--- src/design/crld_pkg.sv ---
package crld_pkg;

  localparam int MAP_BYTES = 4096;
  localparam int POS_W = $clog2(MAP_BYTES) + 1;

  localparam int OFFSET_W = 12;
  localparam int VALUE_W = 8;
  localparam int LENGTH_W = 7;
  localparam int OUT_DATA_W = 32;

  localparam int FIFO_DEPTH = 2;
  localparam int FIFO_PTR_W = $clog2(FIFO_DEPTH);
  localparam int FIFO_CNT_W = $clog2(FIFO_DEPTH + 1);

  typedef struct packed {
    logic [OFFSET_W-1:0] offset;
    logic [VALUE_W-1:0]  value;
    logic [LENGTH_W-1:0] length;
    logic                clamped;
    logic                map_done;
  } desc_t;

  typedef struct packed {
    logic  push;
    desc_t data;
  } push_req_t;

endpackage

--- src/design/copy_fill_rle_decoder.sv ---
// Copy/fill run-length decoder.
// s_axis takes the compressed stream one byte per request (tdata[7:0]).
// A header byte holds the count in bits 6..0 and the mode in bit 7
// (0 copy, 1 fill); a zero count is skipped. Copy payload bytes come out
// one descriptor each with length 1; a fill value byte comes out as one
// descriptor of the whole length.
// m_axis carries one write descriptor per request: tdata holds offset,
// value and length, tuser flags a packet cut at the map end, tlast marks
// the descriptor that completes the map. The next byte then starts a map.
// Throughput: one byte per cycle while the queue is not full (s_axis_tready
// high). A descriptor is written into a two-entry queue when its byte is
// taken, then moved to the output register that drives m_axis.
// While m_axis is stalled, the queue absorbs two more descriptors before
// s_axis_tready drops; header bytes are taken as long as the queue has room.
// Reset clears the parse state, queue and output valid; the first byte
// after reset is a header at map position 0.
module copy_fill_rle_decoder (
  input  logic                            clk,
  input  logic                            rst,
  input  logic                            s_axis_tvalid,
  output logic                            s_axis_tready,
  input  logic [7:0]                      s_axis_tdata,   // [7:0] in_byte
  output logic                            m_axis_tvalid,
  input  logic                            m_axis_tready,
  output logic [crld_pkg::OUT_DATA_W-1:0] m_axis_tdata,   // [11:0] write_offset,
                                                           // [19:12] write_value,
                                                           // [26:20] write_length
  output logic                            m_axis_tuser,   // [0] clamped
  output logic                            m_axis_tlast    // map_done
);
  import crld_pkg::*;

  push_req_t req;
  logic      full;
  logic      empty;
  logic      pop;
  desc_t     head;

  crld_front u_front (
    .clk      (clk),
    .rst      (rst),
    .in_valid (s_axis_tvalid),
    .in_byte  (s_axis_tdata),
    .in_ready (s_axis_tready),
    .full     (full),
    .req      (req)
  );

  crld_fifo u_fifo (
    .clk   (clk),
    .rst   (rst),
    .req   (req),
    .full  (full),
    .pop   (pop),
    .empty (empty),
    .head  (head)
  );

  crld_back u_back (
    .clk           (clk),
    .rst           (rst),
    .empty         (empty),
    .head          (head),
    .pop           (pop),
    .m_axis_tvalid (m_axis_tvalid),
    .m_axis_tready (m_axis_tready),
    .m_axis_tdata  (m_axis_tdata),
    .m_axis_tuser  (m_axis_tuser),
    .m_axis_tlast  (m_axis_tlast)
  );

  a_no_push_when_full: assert property (@(posedge clk) disable iff (rst)
    !(req.push && full))
    else $error("descriptor pushed into full queue");

  a_length_nonzero: assert property (@(posedge clk) disable iff (rst)
    m_axis_tvalid |-> m_axis_tdata[26:20] != 7'd0)
    else $error("descriptor with zero length");

  a_done_matches_end: assert property (@(posedge clk) disable iff (rst)
    m_axis_tvalid |-> (m_axis_tlast ==
      ((13'(m_axis_tdata[11:0]) + 13'(m_axis_tdata[26:20])) >= 13'(MAP_BYTES))))
    else $error("map_done does not match descriptor end");

endmodule

--- src/design/crld_front.sv ---
module crld_front (
  input  logic                 clk,
  input  logic                 rst,
  input  logic                 in_valid,
  input  logic [7:0]           in_byte,
  output logic                 in_ready,
  input  logic                 full,
  output crld_pkg::push_req_t  req
);
  import crld_pkg::*;

  localparam logic [1:0] PH_HEADER = 2'd0;
  localparam logic [1:0] PH_COPY   = 2'd1;
  localparam logic [1:0] PH_FILL   = 2'd2;

  logic [1:0]          parse_phase, parse_phase_next;
  logic [LENGTH_W-1:0] bytes_left, bytes_left_next;
  logic [POS_W-1:0]    out_position, out_position_next;
  logic                packet_clamped, packet_clamped_next;

  logic                accept;
  logic [LENGTH_W-1:0] em_len;
  logic [POS_W-1:0]    em_end;
  logic                em_done;
  logic [POS_W-1:0]    em_pos_next;
  logic [LENGTH_W-1:0] count;
  logic [POS_W-1:0]    pos_eff;
  logic [POS_W-1:0]    room;
  logic                over;

  assign in_ready = !full;
  assign accept = in_valid && in_ready;

  assign em_len = (parse_phase == PH_FILL) ? bytes_left : LENGTH_W'(1);
  assign em_end = out_position + POS_W'(em_len);
  assign em_done = em_end >= POS_W'(MAP_BYTES);
  assign em_pos_next = em_done ? '0 : em_end;

  assign count = in_byte[LENGTH_W-1:0];
  assign pos_eff = (out_position >= POS_W'(MAP_BYTES)) ? '0 : out_position;
  assign room = POS_W'(MAP_BYTES) - pos_eff;
  assign over = POS_W'(count) > room;

  always_comb begin
    parse_phase_next = parse_phase;
    bytes_left_next = bytes_left;
    out_position_next = out_position;
    packet_clamped_next = packet_clamped;
    req.push = 1'b0;
    req.data.offset = out_position[OFFSET_W-1:0];
    req.data.value = in_byte;
    req.data.length = em_len;
    req.data.clamped = packet_clamped;
    req.data.map_done = em_done;
    if (accept) begin
      case (parse_phase)
        PH_COPY: begin
          req.push = 1'b1;
          out_position_next = em_pos_next;
          bytes_left_next = bytes_left - LENGTH_W'(1);
          if (bytes_left_next == '0 || em_pos_next == '0) begin
            parse_phase_next = PH_HEADER;
          end
        end
        PH_FILL: begin
          req.push = 1'b1;
          out_position_next = em_pos_next;
          bytes_left_next = '0;
          parse_phase_next = PH_HEADER;
        end
        default: begin
          parse_phase_next = PH_HEADER;
          if (count != '0) begin
            out_position_next = pos_eff;
            packet_clamped_next = over;
            bytes_left_next = over ? room[LENGTH_W-1:0] : count;
            parse_phase_next = in_byte[7] ? PH_FILL : PH_COPY;
          end
        end
      endcase
    end
  end

  always_ff @(posedge clk) begin
    if (rst) begin
      parse_phase <= PH_HEADER;
      bytes_left <= '0;
      out_position <= '0;
      packet_clamped <= 1'b0;
    end else begin
      parse_phase <= parse_phase_next;
      bytes_left <= bytes_left_next;
      out_position <= out_position_next;
      packet_clamped <= packet_clamped_next;
    end
  end

endmodule

--- src/design/crld_fifo.sv ---
module crld_fifo (
  input  logic                 clk,
  input  logic                 rst,
  input  crld_pkg::push_req_t  req,
  output logic                 full,
  input  logic                 pop,
  output logic                 empty,
  output crld_pkg::desc_t      head
);
  import crld_pkg::*;

  desc_t                 mem [FIFO_DEPTH];
  logic [FIFO_PTR_W-1:0] wr_ptr;
  logic [FIFO_PTR_W-1:0] rd_ptr;
  logic [FIFO_CNT_W-1:0] fill;
  logic                  do_push;
  logic                  do_pop;

  assign full = fill == FIFO_CNT_W'(FIFO_DEPTH);
  assign empty = fill == '0;
  assign do_push = req.push && !full;
  assign do_pop = pop && !empty;
  assign head = mem[rd_ptr];

  always_ff @(posedge clk) begin
    if (do_push) begin
      mem[wr_ptr] <= req.data;
    end
  end

  always_ff @(posedge clk) begin
    if (rst) begin
      wr_ptr <= '0;
      rd_ptr <= '0;
      fill <= '0;
    end else begin
      if (do_push) begin
        wr_ptr <= (wr_ptr == FIFO_PTR_W'(FIFO_DEPTH - 1)) ? '0 : wr_ptr + FIFO_PTR_W'(1);
      end
      if (do_pop) begin
        rd_ptr <= (rd_ptr == FIFO_PTR_W'(FIFO_DEPTH - 1)) ? '0 : rd_ptr + FIFO_PTR_W'(1);
      end
      case ({do_push, do_pop})
        2'b10:   fill <= fill + FIFO_CNT_W'(1);
        2'b01:   fill <= fill - FIFO_CNT_W'(1);
        default: fill <= fill;
      endcase
    end
  end

endmodule

--- src/design/crld_back.sv ---
module crld_back (
  input  logic                           clk,
  input  logic                           rst,
  input  logic                           empty,
  input  crld_pkg::desc_t                head,
  output logic                           pop,
  output logic                           m_axis_tvalid,
  input  logic                           m_axis_tready,
  output logic [crld_pkg::OUT_DATA_W-1:0] m_axis_tdata,
  output logic                           m_axis_tuser,
  output logic                           m_axis_tlast
);
  import crld_pkg::*;

  localparam int PAD_W = OUT_DATA_W - OFFSET_W - VALUE_W - LENGTH_W;

  logic load;

  assign load = !m_axis_tvalid || m_axis_tready;
  assign pop = load && !empty;

  always_ff @(posedge clk) begin
    if (rst) begin
      m_axis_tvalid <= 1'b0;
    end else if (load) begin
      m_axis_tvalid <= !empty;
    end
  end

  always_ff @(posedge clk) begin
    if (pop) begin
      m_axis_tdata <= {{PAD_W{1'b0}}, head.length, head.value, head.offset};
      m_axis_tuser <= head.clamped;
      m_axis_tlast <= head.map_done;
    end
  end

endmodule
--- config.mk ---
export PLATFORM = sky130hd
export DESIGN_NAME = copy_fill_rle_decoder
export DESIGN_NICKNAME = d
export VERILOG_FILES = /design/src/design/crld_pkg.sv /design/src/design/copy_fill_rle_decoder.sv /design/src/design/crld_front.sv /design/src/design/crld_fifo.sv /design/src/design/crld_back.sv
export SDC_FILE = /design/constraint.sdc
export NUM_CORES = 1
export LEC_CHECK = 0
export ABC_CLOCK_PERIOD_IN_PS = 9110
export BUFFER_PORTS_ARGS = -buffer_cell sky130_fd_sc_hd__buf_2
export CORE_MARGIN = 2
export CORE_UTILIZATION = 64
export DETAILED_ROUTE_END_ITERATION = 8
export PLACE_DENSITY = 0.85
export SLEW_MARGIN = 20
export SYNTH_ARGS = -nofsm -noshare
export SYNTH_HDL_FRONTEND = slang
export SYNTH_HIERARCHICAL = 1
export SYNTH_SLANG_ARGS = --single-unit
--- constraint.sdc ---
create_clock -name clk -period 9.11 [get_ports clk]
set_input_delay 0.4555 -clock clk [delete_from_list [all_inputs] [get_ports clk]]
set_output_delay 0.4555 -clock clk [all_outputs]
set_load 0.01 [all_outputs]
==> results.md <==
* Post-synthesis sequential element count at 116
* Worst-case setup margin in the final layout at 5.108 ns
* Number of nets at the end of the flow at 533
* Clock buffer count from CTS at 17
* Total number of placement rows at 34
* Count of cell types in the netlist at 59
* Hold_buf cts at 0
* Antenna diodes at 0
* Cell-internal power at 1.107 mW
* Clock insertion delay at the later pin of the skew report at 0.51 ns
* Clock Power Share at 46.9%
* Number of sinks driven by the clock tree at 116
* CTS H-tree depth at 4
* Switching part of the total power at 23.89%
* Starting Density at 65.08%
* Die boundary height at 97.48 um
* Portion of the post-synthesis area used by sequential elements at 57.09%
* Fin util at 73.37%
* Setup repair after global routing missed its margin: no
* DRT iter0 DRCs at 346
* Gr usage total at 25.96%
* EDFF count, synth at 87
* Top delay family on crit path: compound AO/OA/AOI/OAI gates
* Antenna violations before repair at 0
* Library cell with the largest summed area after synthesis: sky130_fd_sc_hd__edfxtp_1
* First-pass GRT wire length at 18.87 mm
* GR Util met1 at 32.67%
* Detailed placement HPWL at 7.917 mm
* Total negative slack for setup checks at 0 ns
* Worst path buffer plus inverter count at 2
* Status: finished, final reports clean
* Combinational share of power at 10.4%
* Post-synthesis instance area at 5593 um^2
* Number of primary I/O pins at 48
* Critical Path, Cell by Cell: inv_1, ha_1, nand2_1, ha_1, inv_1, fa_1, nor2b_1, o31ai_1, a211oi_1, xnor2_1, a311oi_1, or3b_1, o32ai_1
* Path type of the worst min-delay path: in -> reg
* Setup Crit Path Kind: reg -> reg
* Number of cells upsized or downsized after cts at 0
* Tmin final at 4.002 ns
* Count of final max-slew check failures at 0
* Final cycle utilization of the critical path at 43.93%
* Die X at 97.48 um
* Global-route track usage on met2 at 43.24%
* Synth Area per Inst at 11.73 um^2
* Slowest stage cell on the critical path: sky130_fd_sc_hd__xnor2_1
* Core area at 8593 um^2
* Maximum number of pins on one net before global-route repair at 31
* Count leader, synth: sky130_fd_sc_hd__edfxtp_1
* Total power density per cell area at 230.6 nW/um^2
* Largest fanout of any net on the critical path at 13
* Fraction of final layout cells sized beyond drive strength 1 at 20.86%
* Drc violations at 0
* Peak supply drop at 0.1525 mV
* Cell types occupying the most area after synthesis: sky130_fd_sc_hd__edfxtp_1 (47%), sky130_fd_sc_hd__dfxtp_1 (10%), sky130_fd_sc_hd__ha_1 (4.5%)
* Final setup vio count at 0
* Type of destination of the critical path: flop
* Crit-path max cell delay at 0.83 ns
* 1st-pass router iterations at 5
* Clk_skew at 0.006376 ns
* Vias per inst at 6.213
* Via count at 3858
* Area fraction of the dominant cell type after synthesis at 46.71%
* Most used standard cells in the synthesized netlist: sky130_fd_sc_hd__edfxtp_1 (87), sky130_fd_sc_hd__nor2_1 (34), sky130_fd_sc_hd__dfxtp_1 (29)
* Main flop type after synthesis: sky130_fd_sc_hd__edfxtp_1
* Met3 capacity usage during global routing at 5.252%
* Maxcap violations at 0
* Slew at the pin with the worst max-slew slack at 1.014 ns
* Worst Path Arrival at 4.41 ns
* CTS max path bufs at 2
* Layout Area Growth over Synthesis at 12.73%
* Count of nets left with antenna violations after detail routing at 0
* Sequential fraction of design power at 42.7%
* Global route total overflow at 0
* Clock Root Buffer: sky130_fd_sc_hd__clkbuf_8
* Warning count from the yosys run at 6
* Final Hold Violating Endpoints at 0
* Full die area at 9502 um^2
* Number of instances in the synthesized netlist at 477
* Setup crit start kind: flop
* Area of all placed cells without fillers at 6305 um^2
* Post-CTS Setup Repair Bufs at 0
* Post-DR wirelength/cell at 19.09 um
* Port-buffer cells at 42
* Via count of the first global-routing pass at 3784
* Placement Setup Slack at 5.309 ns
* Final Routed Wirelength at 11.86 mm
* WP data required at 9.51 ns
* Share of flip-flops with an asynchronous set or reset after synthesis at 0%
* Clock tree from TritonCTS: yes
* Tightest slew margin relative to the limit at 31.95%
* Net Sw Power at 0.3473 mW
* Static power due to leakage at 2.341 nW
* Placed cell area at 5700 um^2
* Clock edge transition at the registers on the reported setup and hold paths at 0.06 ns
* Max Fclk at 249.9 MHz
* Layer with the highest usage: met2
* Last weighted congestion value of the routability-driven placer at 0.9030
==> sequential cells by signal, indices dropped and copies added (netlist names), named ones only <==
name,count
u_back/m_axis_tdata,27
u_back/m_axis_tlast,1
u_back/m_axis_tuser,1
u_back/m_axis_tvalid,1
u_fifo/fill,2
u_fifo/mem,58
u_fifo/rd_ptr,1
u_fifo/wr_ptr,1
u_front/bytes_left,7
u_front/out_position,13
u_front/packet_clamped,1
u_front/parse_phase,2
==> path summary, 6_finish.rpt <==
kind | from | endpoint | slack, ns | depth (start not counted)
max | u_front/parse_phase[0] | u_front/parse_phase[0] | 5.11 | 13
min | s_axis_tdata[7] | u_fifo/mem[1][16] | 0.19 | 1
max reg2reg | u_front/parse_phase[0] | u_front/parse_phase[0] | 5.11 | 13
min reg2reg | u_front/packet_clamped | u_fifo/mem[1][1] | 0.49 | 0
==> worst register-to-register path, cell delays in order, from the launching register on <==
cell                       delay [ns]
sky130_fd_sc_hd__dfxtp_1         0.31
sky130_fd_sc_hd__inv_1           0.09
sky130_fd_sc_hd__ha_1            0.34
sky130_fd_sc_hd__nand2_1         0.18
sky130_fd_sc_hd__ha_1            0.24
sky130_fd_sc_hd__inv_1           0.08
sky130_fd_sc_hd__fa_1            0.22
sky130_fd_sc_hd__nor2b_1         0.10
sky130_fd_sc_hd__o31ai_1         0.50
sky130_fd_sc_hd__a211oi_1        0.18
sky130_fd_sc_hd__xnor2_1         0.83
sky130_fd_sc_hd__a311oi_1        0.16
sky130_fd_sc_hd__or3b_1          0.48
sky130_fd_sc_hd__o32ai_1         0.17
==> final cells by class <==
type                    instances  area [um^2]
clock buffers                  19        421.7
clock inverters                13        182.7
fillers                       575         2288
inverters                      23        86.33
multi-input cells             297         2053
flip-flops and latches        116         3193
well taps                     108        135.1
repair buffers                 45        232.7
==> per-stage QoR <==
step | power (mW) | hold slack, ns | instances
finish | 1.454 | 0.1873 | 621
global route | 1.503 | 0.1827 | 621
CTS | 1.462 | 0.1601 | 621
detailed placement | 0.7820 | 0.4633 | 589
global placement | 0.7754 | 0.4538 | 589
floorplan | 0.7380 | 0.4518 | 481
==> power groups by stage <==
stage	logic, mW	clock network [mW]	registers (mW)
floorplan	0.103	0	0.635
global placement	0.146	0	0.629
detailed placement	0.150	0	0.632
CTS	0.152	0.689	0.621
global route	0.168	0.711	0.624
finish	0.152	0.681	0.621
==> cell families (layout without fill, tap and decap cells) <==
family / count (synthesis) / in the layout / share of synthesized area, %
AOI/OAI and AO/OA: 99 / 99 / 11.70
xor gates and xnor gates: 13 / 13 / 2.036
adders and majority gates: 21 / 21 / 4.832
buffers and inverters: 68 / 100 / 6.465
DFF: 116 / 116 / 57.09
muxes: 30 / 30 / 6.018
other: 1 / 5 / 0.06705
and+or+nand+nor: 129 / 129 / 11.79
==> layer usage <==
metal	wire, um	vias to the layer above
met4	309	0
met5	0	-
met2	5910	211
met3	865	37
met1	4770	1822
li1	-	1788
==> placed cells by master, fill, tap and decap left out, types with 4 or more instances in the layout <==
cell type / n
sky130_fd_sc_hd__a211oi_1: 4
sky130_fd_sc_hd__a21oi_1: 25
sky130_fd_sc_hd__and2_1: 5
sky130_fd_sc_hd__buf_2: 42
sky130_fd_sc_hd__bufinv_16: 4
sky130_fd_sc_hd__clkbuf_16: 16
sky130_fd_sc_hd__clkinvlp_4: 4
sky130_fd_sc_hd__conb_1: 5
sky130_fd_sc_hd__dfxtp_1: 29
sky130_fd_sc_hd__edfxtp_1: 87
sky130_fd_sc_hd__ha_1: 20
sky130_fd_sc_hd__inv_1: 21
sky130_fd_sc_hd__mux2_1: 7
sky130_fd_sc_hd__mux2_2: 22
sky130_fd_sc_hd__nand2_1: 22
sky130_fd_sc_hd__nand2b_1: 5
sky130_fd_sc_hd__nand3_1: 7
sky130_fd_sc_hd__nor2_1: 34
sky130_fd_sc_hd__nor2b_1: 7
sky130_fd_sc_hd__nor3_1: 20
sky130_fd_sc_hd__nor4_1: 6
sky130_fd_sc_hd__o21a_1: 7
sky130_fd_sc_hd__o21ai_0: 23
sky130_fd_sc_hd__o22ai_1: 5
sky130_fd_sc_hd__o31ai_1: 4
sky130_fd_sc_hd__or2_2: 4
sky130_fd_sc_hd__or3_1: 5
sky130_fd_sc_hd__xnor2_1: 8
sky130_fd_sc_hd__xor2_1: 5
Power figures use the tool's default switching activity.
